## src/design/mmde_ram.sv

```systemverilog
// ----------------------------------------------------------------------------
// mmde_ram
// Generic simple dual-port RAM: one write port, one read port, registered read.
// ----------------------------------------------------------------------------
module mmde_ram #(
	parameter int WIDTH = 16,
	parameter int DEPTH = 256
) (
	input  logic                     clk,
	input  logic                     we,
	input  logic [$clog2(DEPTH)-1:0] waddr,
	input  logic [WIDTH-1:0]         wdata,
	input  logic [$clog2(DEPTH)-1:0] raddr,
	output logic [WIDTH-1:0]         rdata
);

	logic [WIDTH-1:0] mem_q [DEPTH];
	logic [WIDTH-1:0] rdata_q;

	always_ff @(posedge clk) begin
		if (we) begin
			mem_q[waddr] <= wdata;
		end
		rdata_q <= mem_q[raddr];
	end

	assign rdata = rdata_q;

endmodule

```

## config.mk

```make
export PLATFORM = sky130hd
export DESIGN_NAME = mmde_ram
export DESIGN_NICKNAME = d
export VERILOG_FILES = /design/src/design/mmde_ram.sv
export SDC_FILE = /design/constraint.sdc
export NUM_CORES = 2
export LEC_CHECK = 0
export BUFFER_PORTS_ARGS = -buffer_cell sky130_fd_sc_hd__buf_2
export CORE_MARGIN = 3
export CORE_UTILIZATION = 38
export DETAILED_ROUTE_END_ITERATION = 7
export PLACE_DENSITY = 0.49
export SYNTH_ARGS = -nofsm -noshare
export SYNTH_HDL_FRONTEND = slang
export SYNTH_SLANG_ARGS = --single-unit
```

## constraint.sdc

```tcl
create_clock -name clk -period 3.85 [get_ports clk]
set_clock_uncertainty 0.15 [all_clocks]
set_input_delay 0 -clock clk [delete_from_list [all_inputs] [get_ports clk]]
set_output_delay 0 -clock clk [all_outputs]
set_load 0.1 [all_outputs]
```

# After elaboration in Yosys (flattened, before gate mapping)
# Memories as Yosys holds them, arrays and structs flattened. A register that Yosys moved wholly into a read port is not among the register bits.
# Cells that the tools add are included.
# totals
reg_bits	0
latch_bits	0
ram_bits	4096
rom_bits	0
inputBits	34
output_inout_bits	16
elab_cells	3
n_memories	1
# op_classes
addsub	0
mul	0
div	0
order_cmp	0
eq_ne	0
shifts	0
mux	2
n_bitwise	0
n_reduce_logical	0
# memory_table
memory	words	width	rd	rd_clocked_by_memory_dff	write_ports	line	source
mem_q	256	16	1	1	1	17	logic [WIDTH-1:0] mem_q [DEPTH];
# op_table
operator	n
two-way mux 1 bit	2

# Longest topological paths before layout
# logic_depth
word_depth	2
ltp_mapped	12
depth_no_buf	6

# Worst setup path before layout
# Ideal clock, no wire load.
# synth_timing
path_kind	input port to flip-flop
from	input waddr[3]
to	memory mem_q[235][0] (enable)
setup_ns	0.388
t_arrival_ns	1.777
required_ns	3.312
slack_ns	1.535
stages	6
n_path_buf	3
cell_sequence	clkbuf_1 nor2b_1 clkbuf_1 nand4_1 clkbuf_1 nor2_1
# synth_rtl
element	line	source
start: declaration	11	input logic [$clog2(DEPTH)-1:0] waddr,
end: declaration	17	
# No word-level cell before the write port.

==> impl_metrics.yaml <==
final_layout:
  fin_cells: 13900
  drive_gt1_frac: 0.279
  num-fill-cells: 35300
  syn2layout_area_growth_pct: 16.1
  fin_nets: 8126
  utilization: 0.444
worst_setup_path:
  worstSetupEndpointType: "flip-flop"
  worstPathArrival_ps: 4460
  path_common_cell: "dlygate4sd3_1"
  cp_num_buf_inv: 6
  cp_top_family: "buffers and inverters"
  slowest_stage: "dlygate4sd3_1"
  startpoint_type: "primary input"
  worst-setup-path-type: "in -> reg"
  crit_required_ps: 4560
  worst_path_largest_cell_delay_ps: 600
  crit_fanout: 35
  path_cells: "buf_12 > buf_4 > buf_4 > mux4_2 > a211oi_1 > o21ai_0 > dlygate4sd3_1 > nand3_1 > dlygate4sd3_1 > nor4_1 > dlygate4sd3_1"
placed_design:
  dp_hpwl_um: 283000
  port_buffers: 49
  place_inst: 13100
  place_congestion: 0.868
cts:
  clock-sinks: 4112
  cts_tree: "built"
  clk_latency_ps: 1000
  cts_root_buf: "clkbuf_16"
  cts_max_level: 5
  numCtsBuffers: 437
  clock_path_buffers: 4
  cts_setup_buffers: 0
  ctsHoldBuffers: 56
  cts_resized: 0
  path_clk_slew_ps: 60
floorplanning:
  initial_core_util: 0.383
  fp.dieH_um: 652
  die-area_sq_um: 425000
  core_sq_um: 415000
  rows: 236
  die_x_um: 652
  ios: 50
routing:
  vias: 79600
  final_antenna_net_count: 0
  drt_iter0_markers: 8803
  via_per_inst: 5.71
  drc: 0
  dr.pass1.iters: 6
  drt_wl_total_um: 469000
  drt-wirelength-per-cell_um: 33.6
synth:
  avgSynthCellArea_sq_um: 21.6
  synth.net_count: 7394
  synth_warnings: 0
  synth_area_sq_um: 159000
  yosys.area.top_type_share: 0.775
  synthCells: 7360
  seq_area_frac_synth: 0.777
  ys.flop_type: "edfxtp_1"
  async_flop_share: 0
  synth_edf_count: 4096
  synth-seq-cells: 4112
  synth_cell_types: 52
  synthTopCellsByArea: "edfxtp_1, mux4_2, mux2i_1"
  synth_top_area_cell: "edfxtp_1"
sta:
  min_period_ps: 3750
  tightest_slew_ps: 1330
  fin_crit_sh: 0.973
  rsz0062_at_grt: "false"
  final-max-slew-violation-count: 0
  hold-worst-slack_ps: 48.2
  finalHoldViolCount: 0
  finalSetupViolations: 0
  max_freq_ghz: 0.267
  relSlewSlack: 0.114
grt:
  grt_pass1_wl_um: 651000
  antenna_found_initial: 34
  grt_max_degree: 122
  grt_pass1_vias: 80100
  grt_overflow: 0
  grt_usage: 0.218
outcome:
  status: "finished, final reports clean"
power:
  powerDensity_nw_per_um2: 519
  p_leak_nw: 58.5
  peakVddDrop_v: 0.000361
  power.total_mw: 95.6
job:
  max-cap-violations: 0
worst_hold_path:
  hp-class: "in -> reg"
==> layout by cell type (no fill, tap or decap), types with 8 or more instances in the layout <==
master and count:
clkinv_2 86, a221oi_1 28, mux2_2 88, buf_2 28
mux4_2 797, clkinv_16 8, clkinv_8 8, clkbuf_16 443
nor4_1 17, nand2_1 37, dfxtp_1 16, inv_6 8
o221ai_1 252, o32ai_1 20, nor2_2 140, a211oi_1 18
dlygate4sd3_1 49, diode_2 14, edfxtp_1 4096, nor2b_1 9
o31ai_1 16, nand3_2 9, a22oi_1 43, buf_4 562
buf_8 17, nand3_1 26, nor3_1 89, mux2i_1 565
clkbuf_1 87, bufinv_16 34, nand4_1 26, o22ai_1 148
clkinv_1 100, nor2_1 163, and3_1 11, a21oi_1 175
o21ai_0 37, clkinvlp_4 10, a22o_1 32, buf_12 82
==> cells in the mapped netlist (3+ instances only) <==
cell	n
nor2b_1	9
nor4_1	17
nand2_1	38
nand2b_1	3
nor3_1	92
buf_1	27
a31oi_1	6
mux2i_1	565
buf_12	5
a2111oi_0	6
nor2_1	304
dfxtp_1	16
a22o_1	32
buf_4	26
or2_2	4
nand3_1	35
o22ai_1	148
o21ai_0	37
inv_1	3
a22oi_1	43
buf_2	76
nand4_1	26
a221oi_1	28
mux4_2	797
o32ai_1	20
o221ai_1	252
buf_8	11
nand4b_1	3
clkbuf_1	230
a211oi_1	18
mux2_2	88
and3_1	11
buf_6	77
o31ai_1	16
edfxtp_1	4096
a21oi_1	175
==> area by class of cell <==
cell class	count	area [sq um]	share of cell area
Antenna cell	14	35.0	0.000190
Clock buffer	534	11500	0.0623
Clock inverter	260	2420	0.0131
Inverter	4	27.5	0.000149
Multi-Input combinational cell	2792	33200	0.180
Sequential cell	4112	123000	0.670
Tap cell	5474	6850	0.0372
Timing Repair Buffer	745	6910	0.0375
==> path summary, 6_finish.rpt <==
check	start	endpoint	slack [ps]	depth (start not counted)
worst min-delay path	wdata[3]	mem_q[243][3]	50	2
worst max register to register	mem_q[123][5]	rdata[5]	130	8
worst min register to register	mem_q[200][8]	rdata[8]	980	6
worst max-delay path	raddr[0]	rdata[5]	100	11
==> logic make-up (layout without fill, tap and decap cells) <==
kind of cell	after synthesis	count (layout)	synth area share
flops	4112	4112	0.777
compound gates	786	786	0.0354
other cells	0	14	0
mux	1450	1450	0.155
buf+inv	456	1543	0.0169
simple gates	556	556	0.0157
==> per-layer routing <==
metal / track usage / share of wire / up-vias
met5: 0 / 0.000045 / -
met4: 0.0522 / 0.026 / 4
met3: 0.0345 / 0.065 / 564
met2: 0.352 / 0.48 / 2803
met1: 0.310 / 0.43 / 43400
li1: - / - / 32800
==> report_power, final <==
part	total [mW]	internal (mW)	switching, mW
combinational	5.28	1.72	3.56
clock	40.9	23.4	17.5
sequential	49.5	49.4	0.0956
total	95.6	74.5	21.1
==> state kept, by name, indices dropped and copies added (netlist names) <==
name,flops
mem_q,4096
rdata,16
==> per-stage QoR <==
stage	setup TNS [ps]	area, sq um	worst slack (ps)
2_1_floorplan	0	159000	1540
3_3_place_gp	-368	170000	-352
3_5_place_dp	-336	170000	-335
4_1_cts	0	184000	210
5_1_grt	0	184000	70.0
6_report	0	184000	103
Note: power is estimated with default switching activity, not from simulation.
