### src/design/mmde_pkg.sv
// ----------------------------------------------------------------------------
// mmde_pkg
// Shared types and constants of the matrix multiply dot engine.
// ----------------------------------------------------------------------------
package mmde_pkg;

	// Largest matrix edge; stores hold MAX_SIZE x MAX_SIZE elements
	localparam int MAX_SIZE = 16;
	localparam int IDX_W    = $clog2(MAX_SIZE);
	localparam int DEPTH    = MAX_SIZE * MAX_SIZE;
	localparam int ADDR_W   = 2 * IDX_W;

	// Element, product and accumulator widths
	localparam int ELEM_W = 16;
	localparam int PROD_W = 2 * ELEM_W;
	localparam int ACC_W  = 36;

	// Configuration register
	localparam int SIZE_W      = 5;
	localparam int APB_ADDR_W  = 3;
	localparam int APB_DATA_W  = 32;
	localparam logic [0:0] REG_MATRIX_SIZE = 1'b0;
	localparam logic [SIZE_W-1:0] SIZE_RESET = SIZE_W'(16);
	localparam logic [SIZE_W-1:0] SIZE_MAX   = SIZE_W'(MAX_SIZE);

	// Input actions
	localparam int ACT_W = 2;
	localparam logic [ACT_W-1:0] ACT_WRITE_A = 2'd0;
	localparam logic [ACT_W-1:0] ACT_WRITE_B = 2'd1;
	localparam logic [ACT_W-1:0] ACT_REQUEST = 2'd2;

	// Control from the sequencer to the multiply-accumulate unit
	typedef struct packed {
		logic clear;  // zero the accumulator
		logic valid;  // read data from both stores is present this cycle
		logic last;   // this is the final term of the sum
	} mmde_mac_ctrl_t;

endpackage

### src/design/mmde_mac.sv
// ----------------------------------------------------------------------------
// mmde_mac
// Multiply-accumulate unit: registered 16x16 product, then 36-bit accumulate.
// ----------------------------------------------------------------------------
module mmde_mac import mmde_pkg::*; (
	input  logic              clk,
	input  logic              arst_n,
	input  mmde_mac_ctrl_t    ctrl,
	input  logic [ELEM_W-1:0] a_data,
	input  logic [ELEM_W-1:0] b_data,
	output logic [ACC_W-1:0]  acc,
	output logic              done
);

	logic              valid_s2;
	logic              last_s2;
	logic [PROD_W-1:0] prod_s2;
	logic [ACC_W-1:0]  acc_q;
	logic              done_q;
	logic [ACC_W-1:0]  prod_ext;

	// product stage
	always_ff @(posedge clk or negedge arst_n) begin
		if (!arst_n) begin
			valid_s2 <= 1'b0;
			last_s2  <= 1'b0;
		end else begin
			valid_s2 <= ctrl.valid;
			last_s2  <= ctrl.valid & ctrl.last;
		end
	end

	always_ff @(posedge clk) begin
		prod_s2 <= PROD_W'($signed(a_data) * $signed(b_data));
	end

	assign prod_ext = {{(ACC_W-PROD_W){prod_s2[PROD_W-1]}}, prod_s2};

	// accumulate stage; the sum wraps at the accumulator width
	always_ff @(posedge clk) begin
		if (ctrl.clear) begin
			acc_q <= '0;
		end else if (valid_s2) begin
			acc_q <= acc_q + prod_ext;
		end
	end

	always_ff @(posedge clk or negedge arst_n) begin
		if (!arst_n) begin
			done_q <= 1'b0;
		end else begin
			done_q <= valid_s2 & last_s2;
		end
	end

	assign acc  = acc_q;
	assign done = done_q;

endmodule
### config.mk
export PLATFORM = sky130hd
export DESIGN_NAME = mmde_mac
export DESIGN_NICKNAME = d
export VERILOG_FILES = /design/src/design/mmde_pkg.sv /design/src/design/mmde_mac.sv
export SDC_FILE = /design/constraint.sdc
export NUM_CORES = 1
export LEC_CHECK = 0
export BUFFER_PORTS_ARGS = -buffer_cell sky130_fd_sc_hd__buf_2
export CAP_MARGIN = 20
export CORE_ASPECT_RATIO = 0.7
export CORE_MARGIN = 2
export CORE_UTILIZATION = 55
export CTS_CLUSTER_DIAMETER = 200
export DETAILED_ROUTE_END_ITERATION = 6
export PLACE_DENSITY = 0.73
export SYNTH_ARGS = -nofsm -noshare
export SYNTH_HDL_FRONTEND = slang
export SYNTH_SLANG_ARGS = --single-unit
### constraint.sdc
create_clock -name clk -period 5.8 [get_ports clk]
set_clock_uncertainty 0.05 [all_clocks]
set_input_delay 0.87 -clock clk [delete_from_list [all_inputs] [get_ports clk]]
set_output_delay 0.87 -clock clk [all_outputs]
set_load 0.01 [all_outputs]
[After elaboration in Yosys (flattened, before gate mapping)]
Index checks and enable logic that the tools add are counted.
Word-level totals
  register bits after elaboration: 71
  bits of input ports: 37
  output and inout port bits: 37
  logic and storage cells: 9
Cells by class
  add/subtract/negate cells: 1
  $mul: 1
  bitwise logic cells: 2
Operators by type and width (number)
  adder 36 bit: 1
  multiplier 16 x 16 -> 32 bit: 1
  AND 1 bit: 2

[Longest topological paths before layout]
  depth in word-level cells: 1
  gate-level depth with buffers: 24
  mapped depth without buffers: 23

[Worst setup path after synthesis]
Ideal clock, no wire load.
  path kind: input-to-reg
  start point: input a_data[10]
  end point: register prod_s2[29]
  library setup time: 62 ps
  arrival time: 6341 ps
  required time: 5688 ps
  path slack: -653 ps
  cell stages on the path: 21
  buffers on the path: 1
  path through: clkbuf_1 -> nand2_1 -> fa_1 -> fa_1 -> fa_1 -> fa_1 -> inv_1 -> fa_1 -> inv_1 -> fa_1 -> inv_1 -> ha_1 -> a21o_1 -> a21o_1 -> a21oi_1 -> o211ai_1 -> nand3_1 -> and4_1 -> nor3_1 -> or4_1 -> nand3_1
On the way
  cells in the longest elaborated chain, start to end: 1
RTL lines
  start, declared: line mmde_mac.sv:9  | input logic [ELEM_W-1:0] a_data,
  multiplier 16 x 16 -> 32 bit: line mmde_mac.sv:34  | prod_s2 <= PROD_W'($signed(a_data) * $signed(b_data));
  end signal, assigned: line mmde_mac.sv:34
  end, declared: line mmde_mac.sv:17  | logic [PROD_W-1:0] prod_s2;
Every way passes these cells.
A chain may end at the register's enable or synchronous reset.

[Worst setup path after layout]
  start point: input a_data[7]
  end point: register prod_s2[29]
Same word-level chain as after synthesis.

==> results.yml <==
outcome:
  status: "finished, violations left"
  violations: "negative setup slack"
clock_tree:
  cts_tree: "done"
  tritoncts.num_buffers: 9
  clk_transition_reported_paths_ns: 0.06
  cts.sinks: 71
  root_buffer: "sky130_fd_sc_hd__clkbuf_16"
  clkLatencyLatePin_ns: 0.34
  max_root_sink_buffers: 2
  cts_max_level: 3
synthesis:
  synth-async-reset-ratio_pct: 4.225
  synth_area_um2: 13740
  yosysTopAreaCell: "sky130_fd_sc_hd__fa_1"
  post_synthesis_cell_count: 1528
  post_synth_main_area_contributors: "sky130_fd_sc_hd__fa_1, sky130_fd_sc_hd__ha_1, sky130_fd_sc_hd__dfxtp_1"
  synth.net_count: 1945
  number_of_enable_flip_flop_cells_after_synthesis: 0
  synth_warnings: 0
  yosys.cell_types.count: 67
  flop_and_latch_count_out_of_synthesis: 71
  syn-mean-instance-area_um2: 8.990
  synthDominantCellAreaShare_pct: 38.33
  synth_ff_type: "sky130_fd_sc_hd__dfxtp_1"
  synth_seq_area_share_pct: 10.46
finish:
  layout-area-overhead-vs-synth_pct: 18.60
  fill_cells: 1983
  num_antenna_cells: 0
  final_core_utilization_pct: 66.33
  most_common_cell_after_layout_fill_and_taps_aside: "sky130_fd_sc_hd__inv_1"
  drive_gt1_share_pct: 19.38
  num-nets-final: 2135
  register_area_um2: 1436
  final_cell_mix: "sky130_fd_sc_hd__inv_1, sky130_fd_sc_hd__fa_1, sky130_fd_sc_hd__buf_4"
  area_of_the_multi_input_gates_um2: 11190
  final_cells: 2048
  design_area_um2: 16290
grt:
  first_global_vias: 11325
  total_grt_usage_pct: 26.06
  first_pass_grt_wire_length_um: 54670
  grt_antenna_before_repair: 1
  grt_max_degree: 46
  congestion_overflow_gr: 0
place:
  portBuffers: 73
  placed_cells_incl_taps: 2016
  finalWeightedCongestion: 0.8484
  postPlaceCellArea_um2: 15500
  hpwl_um: 26880
drt:
  drcViolationCount: 0
  antenna_left: 0
  drt_wl_total_um: 32020
  route.detailed.wl_per_inst_um: 15.63
  drt-vias-per-instance: 5.272
  vias: 10798
  detail_route.iter0.violations: 564
  dr.pass1.iters: 5
timing:
  grt_setup_unrepaired: "yes"
  slew_headroom_pct: 33.27
  finalCritPeriodShare_pct: 103.8
  period_minus_slack_ns: 6.019
  finalHoldViolations: 0
  setup-violations-final: 10
  whs_ns: 0.2659
  fmax_mhz: 166.1
  timing.final.max_slew_violations: 0
  timing.final.ws_setup_ns: -0.2187
  timing_worst_slew_pin_value_ns: 0.9999
floorplanning:
  io_pins: 74
  die_height_um: 136.2
  fp.coreArea_um2: 24560
  die_width_um: 192.9
  die_ar_um2: 26280
  floorplan.rows: 48
  start_util_pct: 55.92
worst_setup_path:
  end_kind: "flip-flop"
  start_kind: "input pin"
  timing.setup.critical_path_class: "input pin to flip-flop"
  arrival_ns: 6.24
  cp_max_fo: 6
  worst_ep_required_time_ns: 6.02
worst_hold_path:
  worst_hold_path_type: "input pin to asynchronous set/reset pin"
job:
  cap_violations: 0
[cell families after synthesis]
| family | count (synthesis) | share of synthesized area [%] |
|---|---|---|
| AND/OR/NAND/NOR | 442 | 15.89 |
| adder cells (fa/ha/maj) | 380 | 48.98 |
| buffers and inverters | 377 | 10.57 |
| AO/OA/AOI/OAI | 192 | 9.701 |
| flip-flops | 71 | 10.46 |
| XOR/XNOR | 50 | 3.188 |
| multiplexers | 16 | 1.202 |
[final cells by class]
class	instances	share of cell area [%]
Tap cell	325	2.496
Inverter	330	7.618
Multi-Input combinational cell	1080	68.68
Clock inverter	5	0.6528
Timing Repair Buffer	226	10.31
Clock buffer	11	1.428
Sequential cell	71	8.817
[state kept, by name, summed over array words and instances, names as in the netlist]
signal and flops:
acc 36, last_s2 1, valid_s2 1, done 1
prod_s2 32
[final timing paths]
path                       cells after the start     endpoint   startpoint  slack [ns]
min in group clk                               1         done      last_s2        0.41
hold / removal                                 1      last_s2       arst_n        0.27
hold reg to reg                                1         done      last_s2        0.41
setup / recovery                              22  prod_s2[29]    a_data[7]       -0.22
setup reg to reg                              10      acc[35]  prod_s2[12]        2.44
max in group asynchronous                      1         done       arst_n        5.33
[per-layer routing]
| layer | GRT usage (%) | vias to the layer above | share of wire [%] |
|---|---|---|---|
| li1 | - | 5120 | - |
| met1 | 36.38 | 5397 | 44 |
| met2 | 43.87 | 243 | 50 |
| met5 | 0 | - | 0 |
| met3 | 4.285 | 38 | 5.2 |
| met4 | 3.788 | 0 | 1.0 |
[stage by stage]
step                setup TNS, ns  setup slack, ns
global route               -3.728          -0.4097
detailed placement         -7.977          -0.7420
finish                     -1.576          -0.2187
global placement           -6.624          -0.6585
floorplan                  -1.285          -0.2409
CTS                        -1.262          -0.2159
[critical path, stage by stage]
cell	delay [ns]
sky130_fd_sc_hd__buf_6	0.11
sky130_fd_sc_hd__and2_4	0.16
sky130_fd_sc_hd__fa_1	0.55
sky130_fd_sc_hd__inv_2	0.04
sky130_fd_sc_hd__fa_2	0.55
sky130_fd_sc_hd__fa_2	0.42
sky130_fd_sc_hd__fa_1	0.48
sky130_fd_sc_hd__inv_1	0.05
sky130_fd_sc_hd__fa_1	0.47
sky130_fd_sc_hd__inv_1	0.05
sky130_fd_sc_hd__fa_1	0.49
sky130_fd_sc_hd__inv_2	0.05
sky130_fd_sc_hd__ha_4	0.23
sky130_fd_sc_hd__a21o_1	0.15
sky130_fd_sc_hd__a21o_1	0.17
sky130_fd_sc_hd__a21oi_2	0.21
sky130_fd_sc_hd__o211ai_1	0.18
sky130_fd_sc_hd__nand3_2	0.14
sky130_fd_sc_hd__and4_4	0.28
sky130_fd_sc_hd__nor3_2	0.07
sky130_fd_sc_hd__or4_1	0.42
sky130_fd_sc_hd__nand3_1	0.08
[Yosys cell counts, types with 6 or more instances]
cell,instances
sky130_fd_sc_hd__o21a_1,16
sky130_fd_sc_hd__fa_1,263
sky130_fd_sc_hd__o211ai_1,8
sky130_fd_sc_hd__ha_1,117
sky130_fd_sc_hd__o21ai_0,29
sky130_fd_sc_hd__nor2b_1,7
sky130_fd_sc_hd__inv_1,329
sky130_fd_sc_hd__nand3_1,19
sky130_fd_sc_hd__a21oi_1,41
sky130_fd_sc_hd__o21bai_1,10
sky130_fd_sc_hd__and2_1,128
sky130_fd_sc_hd__a211oi_1,10
sky130_fd_sc_hd__dfxtp_1,68
sky130_fd_sc_hd__nor2_1,72
sky130_fd_sc_hd__nand2b_1,11
sky130_fd_sc_hd__and3_1,6
sky130_fd_sc_hd__mux2i_1,15
sky130_fd_sc_hd__a21o_1,19
sky130_fd_sc_hd__a31oi_1,10
sky130_fd_sc_hd__xor2_1,11
sky130_fd_sc_hd__nor3_1,21
sky130_fd_sc_hd__or3_1,6
sky130_fd_sc_hd__xnor2_1,39
sky130_fd_sc_hd__nand2_1,154
sky130_fd_sc_hd__clkbuf_1,41
[repair_timing]
item | 4_1_cts | 5_1_grt
hold endpoints to repair | 0 | 0
cloned | 0 | 0
hold buffers | 0 | 0
pin swaps | 41 | 29
setup buffers | 14 | 4
setup endpoints to repair | 11 | 16
resized for setup | 60 | 49
Power is not shown: default switching activity piles up to over one toggle a cycle in this logic, so the estimate is an artifact.
